$ cat src/hdl/ipt_pkg.sv
// Package for the IPv4 prefix table: item and entry types, operation codes,
// controller states, command/status structs and helper functions.
// No dependencies; every other file imports it.
package ipt_pkg;

    // Prefix length limit, removed-count limit and the "no match yet" marker for search
    localparam logic [5:0] MAX_LEN   = 6'd32;
    localparam logic [5:0] NO_MATCH  = 6'd33;
    localparam logic [8:0] COUNT_MAX = 9'd511;

    typedef enum logic [1:0] {
        OP_INSERT = 2'd0,
        OP_DELETE = 2'd1,
        OP_SEARCH = 2'd2
    } op_t;

    typedef enum logic [1:0] {
        ST_CLEAR,
        ST_IDLE,
        ST_RUN,
        ST_DONE
    } state_t;

    typedef struct packed {
        logic [1:0]  operation;
        logic [31:0] address;
        logic [5:0]  prefix_len;
    } req_t;

    typedef struct packed {
        logic        status;
        logic        hit;
        logic [5:0]  match_len;
        logic [8:0]  removed_count;
    } rsp_t;

    // One table entry as held in the memory
    typedef struct packed {
        logic        valid;
        logic [31:0] address;
        logic [5:0]  length;
    } entry_t;

    // Controller to datapath
    typedef struct packed {
        logic clr_en;
        logic capture;
        logic scan_en;
        logic out_load;
    } cmd_t;

    // Datapath to controller
    typedef struct packed {
        logic clr_last;
        logic scan_last;
        logic op_unused;
    } stat_t;

    function automatic logic [5:0] clamp_len(input logic [5:0] len);
        return (len > MAX_LEN) ? MAX_LEN : len;
    endfunction

    // Mask of the top len bits; len is at most 32
    function automatic logic [31:0] top_mask(input logic [5:0] len);
        logic [31:0] m;
        if (len == 6'd0)
        begin
            m = 32'd0;
        end
        else
        begin
            m = 32'hFFFF_FFFF << (MAX_LEN - len);
        end
        return m;
    endfunction

endpackage

$ cat src/hdl/ipt_ctrl.sv
// Controller for the IPv4 prefix table: sequences the clearing pass, the
// per-operation sweep and the result hand-off. Depends on ipt_pkg.
module ipt_ctrl (
    input  logic           clk,
    input  logic           rst_n,
    input  logic           req_valid,
    output logic           req_ready,
    output logic           rsp_valid,
    input  logic           rsp_ready,
    input  ipt_pkg::stat_t stat,
    output ipt_pkg::cmd_t  cmd
);
    import ipt_pkg::*;

    state_t state_reg, state_next;
    logic   out_valid_reg, out_valid_next;
    logic   out_free;

    assign out_free = !out_valid_reg || rsp_ready;

    // Next state
    always_comb
    begin
        state_next = state_reg;
        unique case (state_reg)
            ST_CLEAR:
            begin
                if (stat.clr_last)
                    state_next = ST_IDLE;
            end
            ST_IDLE:
            begin
                if (req_valid)
                    state_next = stat.op_unused ? ST_DONE : ST_RUN;
            end
            ST_RUN:
            begin
                if (stat.scan_last)
                    state_next = ST_DONE;
            end
            ST_DONE:
            begin
                if (out_free)
                    state_next = ST_IDLE;
            end
            default:
            begin
                state_next = ST_CLEAR;
            end
        endcase
    end

    // Commands
    always_comb
    begin
        cmd = '0;
        req_ready = 1'b0;
        unique case (state_reg)
            ST_CLEAR:
            begin
                cmd.clr_en = 1'b1;
            end
            ST_IDLE:
            begin
                req_ready   = 1'b1;
                cmd.capture = req_valid;
            end
            ST_RUN:
            begin
                cmd.scan_en = 1'b1;
            end
            ST_DONE:
            begin
                cmd.out_load = out_free;
            end
            default:
            begin
                cmd = '0;
            end
        endcase
    end

    // Result valid flag: set on load, dropped on transfer
    always_comb
    begin
        if (cmd.out_load)
            out_valid_next = 1'b1;
        else if (rsp_ready)
            out_valid_next = 1'b0;
        else
            out_valid_next = out_valid_reg;
    end

    assign rsp_valid = out_valid_reg;

    always_ff @(posedge clk or negedge rst_n)
    begin
        if (!rst_n)
        begin
            state_reg     <= ST_CLEAR;
            out_valid_reg <= 1'b0;
        end
        else
        begin
            state_reg     <= state_next;
            out_valid_reg <= out_valid_next;
        end
    end

`ifndef SYNTHESIS
    // A pending result is never overwritten
    a_no_overwrite: assert property (@(posedge clk) disable iff (!rst_n)
        cmd.out_load |-> (!out_valid_reg || rsp_ready))
        else $error("result loaded over an untaken one");

    // A new result only appears after the done state
    a_rsp_from_done: assert property (@(posedge clk) disable iff (!rst_n)
        $rose(out_valid_reg) |-> $past(state_reg == ST_DONE))
        else $error("result valid rose outside done state");

    // No request taken during the clearing pass or a sweep
    a_busy_no_accept: assert property (@(posedge clk) disable iff (!rst_n)
        (state_reg == ST_CLEAR || state_reg == ST_RUN) |-> !req_ready)
        else $error("request accepted while busy");

    // Clearing and sweeping never share the memory write port
    a_one_writer: assert property (@(posedge clk) disable iff (!rst_n)
        !(cmd.clr_en && cmd.scan_en))
        else $error("clear and scan active together");
`endif

endmodule

$ cat config.mk
export PLATFORM = sky130hd
export DESIGN_NAME = ipt_ctrl
export DESIGN_NICKNAME = d
export VERILOG_FILES = /design/src/hdl/ipt_pkg.sv /design/src/hdl/ipt_ctrl.sv
export SDC_FILE = /design/constraint.sdc
export NUM_CORES = 1
export LEC_CHECK = 0
export BUFFER_PORTS_ARGS = -buffer_cell sky130_fd_sc_hd__buf_4
export CAP_MARGIN = 20
export CELL_PAD_IN_SITES_DETAIL_PLACEMENT = 1
export CELL_PAD_IN_SITES_GLOBAL_PLACEMENT = 2
export CORE_AREA = 3 3 40 42
export DETAILED_ROUTE_END_ITERATION = 10
export DIE_AREA = 0 0 43 45
export PLACE_DENSITY = 0.73
export SYNTH_ARGS = -nofsm -noshare
export SYNTH_HDL_FRONTEND = slang
export SYNTH_SLANG_ARGS = --single-unit
$ cat constraint.sdc
create_clock -name clk -period 1.6 [get_ports clk]
set_input_delay 0.24 -clock clk [delete_from_list [all_inputs] [get_ports clk]]
set_output_delay 0.24 -clock clk [all_outputs]
set_load 0.05 [all_outputs]
=== After elaboration in Yosys (flattened, before gate mapping) ===
Index checks and enable logic that the tools add are counted.

* Equal/unequal tests: 7
* Mux-type cells: 13
* Reductions and logical operators: 5

{| class="wikitable"
|+ Operator list
! operator !! number
|-
| $mux W1 || 8
|-
| $mux W2 || 4
|-
| $ne A2 B2 Y1 const B || 4
|-
| $pmux W2 S4 || 1
|-
| $eq A2 B2 Y1 const B || 2
|-
| $reduce_and A4 Y1 || 1
|-
| $eq A2 B1 Y1 const B || 1
|-
| $logic_not A2 Y1 || 1
|-
| $reduce_bool A2 Y1 || 1
|-
| $logic_not A1 Y1 || 1
|-
| $logic_or A1 B1 Y1 || 1
|}

* Flip-flop bits (word level): 3
* Bits of input ports: 7

=== Depth between registers and ports, before layout ===
Gate-level depths: netlist of run 1.

* Word-level depth: 4
* Mapped depth: 5
* Depth with buffers taken out: 5

=== Least setup slack after synthesis of run 1 ===
No wires, ideal clock.

* Kind: register to output
* Start: register state_reg[1]
* End: output port cmd[2] (netlist bit)
* Arrival time: 1,393 ps
* Data required time: 1,360 ps
* Setup slack: -33 ps
* Stages on the path, launching flop included: 4
* Path buffers: 0
* Cell sequence: dfrtp_1 inv_1 ha_1 and2_2

{| class="wikitable"
|+ RTL lines
! element !! RTL line !! source
|-
| from (decl) || ipt_ctrl.sv:15 || <nowiki>state_t state_reg, state_next;</nowiki>
|-
| from (signal assigned) || ipt_ctrl.sv:105 || <nowiki>state_reg <= state_next;</nowiki>
|-
| to (decl) || ipt_ctrl.sv:11 || <nowiki>output ipt_pkg::cmd_t cmd</nowiki>
|}

==> results of run 1 <==
area by class of cell:
cell class                 count  area [um2]  share of cell area (%)
multi-input combinational     15         170                    42.0
tap                           15        18.8                    4.63
sequential                     3        75.1                    18.5
clock buffer                   4        26.3                    6.48
timing repair buffer          13         100                    24.7
inverter                       4        15.0                    3.70
logic make-up after synthesis:
family	count (synthesis)
and+or+nand+nor	7
buffers and inverters	5
AOI/OAI and AO/OA	2
adders and majority gates	4
DFF	3
muxes	2
cells in the mapped netlist:
library cell / number / area [um2]
nand2b_2: 2 / 17.5
inv_1: 4 / 15.0
and2_1: 1 / 6.26
dfrtp_1: 3 / 75.1
buf_4: 1 / 7.51
a211oi_1: 1 / 7.51
and2_2: 1 / 7.51
o2111ai_4: 1 / 26.3
mux2i_1: 2 / 20.0
nand2b_1: 2 / 12.5
ha_1: 4 / 50.1
nand3b_1: 1 / 7.51
worst max path at each step:
stage | slack [ps] | to | depth (start not counted) | start
CTS | 50 | cmd[2] | 4 | state_reg[1]
global placement | 330 | state_reg[0] | 5 | state_reg[0]
finish | 100 | cmd[2] | 4 | state_reg[1]
floorplan | 130 | state_reg[0] | 5 | state_reg[0]
global route | 20 | cmd[2] | 4 | state_reg[1]
detailed placement | 240 | state_reg[1] | 5 | state_reg[0]
critical path, stage by stage (launching register included):
cell and delay (ps):
dfrtp_1 390, inv_1 150, ha_4 170, and2_2 130, buf_4 190
through the flow:
stage / std cells / setup slack [ps] / hold WS (ps) / util, % / instance area, um2
5_1_grt: 54 / 20.8 / 296 / 31.5 / 405
3_5_place_dp: 49 / 241 / 31.7 / 27.9 / 359
3_3_place_gp: 49 / 334 / 29.9 / 27.9 / 359
4_1_cts: 54 / 53.9 / 282 / 30.8 / 395
6_report: 54 / 103 / 286 / 31.5 / 405
2_1_floorplan: 23 / 133 / -55.6 / - / 258
layer usage:
layer / global-route usage, % / wire [um] / share of wire, %
met4: 9.04 / 19 / 2.9
met2: 13.5 / 307 / 47
met3: 2.39 / 82 / 12
met5: 0 / 0 / 0
met1: 7.77 / 251 / 38
what timing repair did:
item / CTS / global route
gates resized for setup: 0 / 1
hold buffers: 1 / 0
endpoints found under the hold margin: 3 / 0
setup endpoints to repair: 0 / 1
==> results.md, run 1 <==
- First-pass DRT Iterations: 1
- I/O pin count: 13
- Yosys reg bits: 3
- Share of layout cells above drive strength 1: between 50% and 60%
- Gate count of the mapped netlist: 23
- Placer Congestion: 0.744
- Number of global-route vias before repair: 254
- Port bufs: 12
- ANT cells: 0
- Fillcell total: 156
- Hold Startpoint: rsp_ready
- Syn nets: 34
- Sink Count: 3
- Slew margin rel.: 86.4%
- Commonest non-fill, non-tap cell in the layout: buf_4
- Post-Synth Simple-Gate Area: 20.3%
- Crit path DAT: about 1300 ps
- Worst reg2reg setup slack: between 200 and 250 ps
- Worst Hold Path EP: rsp_valid
- Die span in y: 45 um
- Final Net Count: 51
- CTS root buffer: clkbuf_4
- Longest Clk Path Bufs: 2
- 1st-iter DRT viols: 0
- Worst Path Max Fanout: 4
- Hold depth: 3
- Max Clock Freq: 668 MHz
- Final hold violations: 0
- Final Skew: 4.85 ps
- Element type at the critical path end: output port
- CTS tree: built
- Setup violators final: 0
- Initial antenna violation count: 0
- Worst reg-to-reg path cell count: 5
- Max FFs per register: 2
- Status: finished clean
- Yosys cell types: 12
- Worst-Skew Late Latency: 240 ps
- Chip width: 43 um
- Vias per cell: slightly above 4
- Post-DR wirelength/cell: about 12 um
- Gr ovfl total: 0
- Cell Rows: 13
- Initial core utilization: 19.7%
- Critical path required time: 1360 ps
- Adder-Cell Fraction of Synth Area: about a fifth
- Mapped cell area: ~250 um2
- Largest net degree at the start of global routing: 5
- Most frequent cells in the layout: 12 x buf_4, 4 x inv_1, 3 x clkbuf_4, 3 x dfrtp_1
- Avg Cell Area, Syn: 11.0 um2
- Critical Path Source Type: register
- Worst-path clk slew: ~40 ps
- Worst Hold Class: input pin to register
- Htree depth: 1
- Largest family of logic cells by synthesized area: simple AND/OR/NAND/NOR gates
- Reg2reg start: state_reg[0]
- XOR/XNOR Fraction of Synth Area: 0%
- CTS Buf Count: 3
- DIE AREA: 0.00194 mm2
- Seq/Total Area, Yosys: 29.7%
- Unrepaired setup endpoints after global routing: no
- First-pass GRT wire length: between 1000 and 1500 um
- Floorplan Core Area: around 0.0013 mm2
- Max-Cap Viols: 0
- FF-to-FF End: state_reg[1]
- DRT antenna net count: 0
- Setup Fix Bufs, Post-CTS: 0
- Mux contribution to synthesized area: 7.92%
- DRC viols: 0
- Tmin final: 1500 ps
- Compound-Gate Fraction of Synth Area: 13.4%
- Final Routed Wirelength: 660 um
- Total GRT Usage: 8.18%
- Post-DP HPWL: 528 um
- Vias: 222
- Pins Over Slew Limit: 0
- Worst Setup Path Type: register to output port
- Worst-margin pin slew: 204 ps
- Yosys warning count: 0
- Post-Route Setup TNS: 0 ps
- Final period utilization: 93.6%
- Layout area overhead: 60.4%
Power of run 1 is left out: the tool's default activity adds up to more than one toggle a clock period on the data nets, which glitch-free logic cannot reach.
==> run 2: changes to the inputs <==
--- a/config.mk
+++ b/config.mk
@@ -5,7 +5,7 @@
 export SDC_FILE = /design/constraint.sdc
 export NUM_CORES = 1
 export LEC_CHECK = 0
-export BUFFER_PORTS_ARGS = -buffer_cell sky130_fd_sc_hd__buf_4
+export BUFFER_PORTS_ARGS = -buffer_cell sky130_fd_sc_hd__buf_2
 export CAP_MARGIN = 20
 export CELL_PAD_IN_SITES_DETAIL_PLACEMENT = 1
 export CELL_PAD_IN_SITES_GLOBAL_PLACEMENT = 2
==> results.md, run 2 (synthesized netlist as in run 1, its figures left out) <==
- 1st-iter DRT viols: 1 (+1)
- Tmin final: 1510 ps (+9.03 ps)
- Reg area: 75.1 um2 (unchanged)
- Max Clock Freq: 664 MHz (-0.60%)
- Area of the multi-input gates: 160 um2 (-5.9%)
- Vias per cell: 4.11 (unchanged)
- Worst Hold Class: input pin to register
- Final Skew: 0.597 ps (-4.26 ps)
- Worst Path Max Fanout: 4 (unchanged)
- Final Net Count: 51 (unchanged)
- Worst-path clk slew: 40 ps (about the same)
- Final period utilization: 94.1% (+0.56 points)
- DRC viols: 0 (unchanged)
- Port bufs: 12 (unchanged)
- Sink Count: 3 (unchanged)
- CTS Buf Count: 3 (unchanged)
- Chip width: 43 um (unchanged)
- Gr ovfl total: 0 (unchanged)
- Crit path DAT: 1270 ps (about the same)
- Setup violators final: 0 (unchanged)
- First-pass DRT Iterations: 2 (+1)
- Commonest non-fill, non-tap cell in the layout: buf_2
- Max FFs per register: 2 (unchanged)
- Worst Setup Path Type: register to output port
- Final Routed Wirelength: 575 um (-13%)
- Most frequent cells in the layout: 11 x buf_2, 4 x inv_1, 3 x clkbuf_4, 3 x dfrtp_1
- Worst-Skew Late Latency: 230 ps (about the same)
- Element type at the critical path end: output port
- Htree depth: 1 (unchanged)
- Largest net degree at the start of global routing: 5 (unchanged)
- Initial core utilization: 19.7% (unchanged)
- Post-DR wirelength/cell: 10.6 um (-13%)
- Longest Clk Path Bufs: 2 (unchanged)
- Share of layout cells above drive strength 1: 53.8% (unchanged)
- Pins Over Slew Limit: 0 (unchanged)
- Placer Congestion: 0.771 (+3.5%)
- Total GRT Usage: 7.43% (-0.75 points)
- Cell Rows: 13 (unchanged)
- Max-Cap Viols: 0 (unchanged)
- I/O pin count: 13 (unchanged)
- Floorplan Core Area: 0.00128 mm2 (unchanged)
- Initial antenna violation count: 0 (unchanged)
- Final hold violations: 0 (unchanged)
- Critical Path Source Type: register
- Setup Fix Bufs, Post-CTS: 0 (unchanged)
- First-pass GRT wire length: 979 um (-13%)
- Die span in y: 45 um (unchanged)
- Critical path required time: 1360 ps (about the same)
- Unrepaired setup endpoints after global routing: no
- Vias: 222 (unchanged)
- CTS tree: built
- ANT cells: 0 (unchanged)
- DRT antenna net count: 0 (unchanged)
- Status: finished clean
- Fillcell total: 161 (+3.2%)
- Worst-margin pin slew: 252 ps (+47.8 ps)
- Layout area overhead: 45.5%
- DIE AREA: 0.00194 mm2 (unchanged)
- Slew margin rel.: 83.3% (-3.1 points)
- Post-Route Setup TNS: 0 ps (unchanged)
- Number of global-route vias before repair: 246 (-3.1%)
- CTS root buffer: clkbuf_4
-- run 2: per-stage QoR --
stage / area, um2 / std cells / hold WS, ps / util [%] / setup WS, ps
floorplan: 258 / 23 / -55.6 / - / 133
global placement: 329 / 49 / 34.5 / 25.6 / 295
detailed placement: 329 / 49 / 37.2 / 25.6 / 250
CTS: 365 / 54 / 301 / 28.4 / 13.5
global route: 368 / 54 / 330 / 28.6 / 20.3
finish: 368 / 54 / 304 / 28.6 / 93.8
-- run 2: critical path, cell delays in order (launching register included) --
cell	delay, ps
dfrtp_1	390
inv_1	100
ha_2	210
and2_2	140
buf_4	180
-- run 2: what timing repair did --
action                                  in CTS  in global routing
resized for setup                            0                  2
endpoints found under the setup margin       0                  1
endpoints found under the hold margin        3                  0
hold buffers                                 1                  0
-- run 2: layout make-up --
cell class | instances | area share [%]
Clock buffer | 4 | 7.14
Sequential cell | 3 | 20.4
Tap cell | 15 | 5.10
Multi-Input combinational cell | 15 | 43.5
Inverter | 4 | 4.08
Timing Repair Buffer | 13 | 19.7
-- run 2: layer usage --
metal	share of wire [%]	wire [um]	vias up	track usage (%)
li1	-	-	105	-
met1	39	226	104	7.52
met2	48	276	13	11.7
met3	13	72	0	2.79
met4	0	0	0	7.23
met5	0	0	-	0
-- run 2: final timing paths --
path                              start      endpoint  slack, ps  cells after the start
min in group asynchronous         rst_n  state_reg[1]        330                      2
min reg2reg                   rsp_valid     rsp_valid        550                      2
max reg2reg                state_reg[0]  state_reg[1]        280                      5
min                           rsp_ready     rsp_valid        300                      3
max in group asynchronous         rst_n  state_reg[0]       1160                      2
max                        state_reg[1]        cmd[2]         90                      4
Power of run 2 is left out for the same reason.
==> run 3: changes to the inputs <==
--- a/config.mk
+++ b/config.mk
@@ -7,12 +7,10 @@
 export LEC_CHECK = 0
 export BUFFER_PORTS_ARGS = -buffer_cell sky130_fd_sc_hd__buf_2
 export CAP_MARGIN = 20
-export CELL_PAD_IN_SITES_DETAIL_PLACEMENT = 1
-export CELL_PAD_IN_SITES_GLOBAL_PLACEMENT = 2
 export CORE_AREA = 3 3 40 42
 export DETAILED_ROUTE_END_ITERATION = 10
 export DIE_AREA = 0 0 43 45
-export PLACE_DENSITY = 0.73
+export PLACE_DENSITY = 0.52
 export SYNTH_ARGS = -nofsm -noshare
 export SYNTH_HDL_FRONTEND = slang
 export SYNTH_SLANG_ARGS = --single-unit
==> results.md, run 3 (synthesized netlist as in run 1, its figures left out) <==
- Critical Path Source Type: register
- Chip width: 43 um (unchanged)
- Worst Setup Path Type: register to output port
- DRT antenna net count: 0 (unchanged)
- Worst Path Max Fanout: 4 (unchanged)
- First-pass DRT Iterations: 1 (-1)
- Worst reg2reg setup slack: 290 ps (about the same)
- 1st-iter DRT viols: 0 (-1)
- Number of global-route vias before repair: 237 (-3.7%)
- Setup violators final: 0 (unchanged)
- ANT cells: 0 (unchanged)
- First-pass GRT wire length: 890 um (-9.1%)
- Hold slack: 294 ps (-9.14 ps)
- Cell Rows: 13 (unchanged)
- Worst-Skew Late Latency: 230 ps (about the same)
- Port bufs: 12 (unchanged)
- Pins Over Slew Limit: 0 (unchanged)
- Max-Cap Viols: 0 (unchanged)
- Critical path startpoint: state_reg[1]
- Final Net Count: 51 (unchanged)
- Post-Route Setup TNS: 0 ps (unchanged)
- Placer Congestion: 0.674 (-13%)
- Final Routed Wirelength: 499 um (-13%)
- Final hold violations: 0 (unchanged)
- I/O pin count: 13 (unchanged)
- FF-to-FF End: state_reg[0]
- Initial antenna violation count: 0 (unchanged)
- Critical path required time: 1360 ps (about the same)
- DIE AREA: 0.00194 mm2 (unchanged)
- Worst reg-to-reg path cell count: 5 (unchanged)
- Floorplan Core Area: 0.00128 mm2 (unchanged)
- Unrepaired setup endpoints after global routing: no
- Die span in y: 45 um (unchanged)
- Slew margin rel.: 83.2% (-0.092 points)
- Layout area overhead: 45.5% (unchanged)
- Max Clock Freq: 657 MHz (-1.1%)
- Final Skew: 0.210 ps (-0.387 ps)
- Crit path DAT: 1280 ps (about the same)
- Worst Hold Class: input pin to register
- Vias per cell: 3.67 (-11%)
- Critical Path Sink: cmd[2]
- Final period utilization: 95.2% (+1.1 points)
- Share of layout cells above drive strength 1: 53.8% (unchanged)
- Setup Fix Bufs, Post-CTS: 0 (unchanged)
- CTS root buffer: clkbuf_4
- Worst-path clk slew: 40 ps (about the same)
- Total GRT Usage: 6.43% (-1.0 points)
- Largest net degree at the start of global routing: 5 (unchanged)
- Post-DR wirelength/cell: 9.24 um (-13%)
- Longest Clk Path Bufs: 2 (unchanged)
- Reg2reg start: state_reg[0]
- Most frequent cells in the layout: 11 x buf_2, 4 x inv_1, 3 x clkbuf_4, 3 x dfrtp_1
- Gr ovfl total: 0 (unchanged)
- Element type at the critical path end: output port
- CTS tree: built
- Post-DP HPWL: 384 um
- Sink Count: 3 (unchanged)
- Status: finished clean
- CTS Buf Count: 3 (unchanged)
- Vias: 198 (-11%)
- Max FFs per register: 2 (unchanged)
- Initial core utilization: 19.7% (unchanged)
- Tmin final: 1520 ps (+16.9 ps)
- Htree depth: 1 (unchanged)
- DRC viols: 0 (unchanged)
- Worst-margin pin slew: 253 ps (+1.39 ps)
- Commonest non-fill, non-tap cell in the layout: buf_2
- Hold Startpoint: rsp_ready
run 3: how the worst min path moves through the flow:
stage / to / slack, ps / cells past startpoint
after global routing: rsp_valid / 320 / 3
after CTS: rsp_valid / 280 / 3
after floorplan: rsp_valid / -60 / 0
after detailed placement: rsp_valid / 40 / 1
after global placement: rsp_valid / 40 / 1
final: rsp_valid / 290 / 3
run 3: routing by layer:
metal | routed length, um | GRT usage, % | share of wire [%]
met3 | 64 | 1.99 | 13
met4 | 0 | 7.23 | 0
met1 | 261 | 7.52 | 52
met5 | 0 | 0 | 0
met2 | 173 | 8.68 | 35
run 3: final cells by class:
class                           instances  area, um2
Fill cell                             132        917
Timing Repair Buffer                   13       72.6
Clock buffer                            4       26.3
Multi-Input combinational cell         15        160
Tap cell                               15       18.8
Inverter                                4       15.0
Sequential cell                         3       75.1
run 3: repair_timing:
| action | CTS | global route |
|---|---|---|
| endpoints found under the hold margin | 3 | 0 |
| hold buffers | 1 | 0 |
| setup endpoints to repair | 0 | 1 |
| gates resized for setup | 0 | 2 |
run 3: metrics by stage:
stage	cell area (um2)	worst slack (ps)	std cells	utilization, %
after global routing	368	6.59	54	28.6
after detailed placement	329	252	49	25.6
after CTS	365	2.38	54	28.4
after floorplan	258	133	23	-
after global placement	329	256	49	25.6
final	368	76.9	54	28.6
run 3: worst max-delay path: stages (launching register included):
cell and delay (ps):
dfrtp_1 390, inv_1 110, ha_2 220, and2_2 140, buf_4 180
Power of run 3 is left out for the same reason.
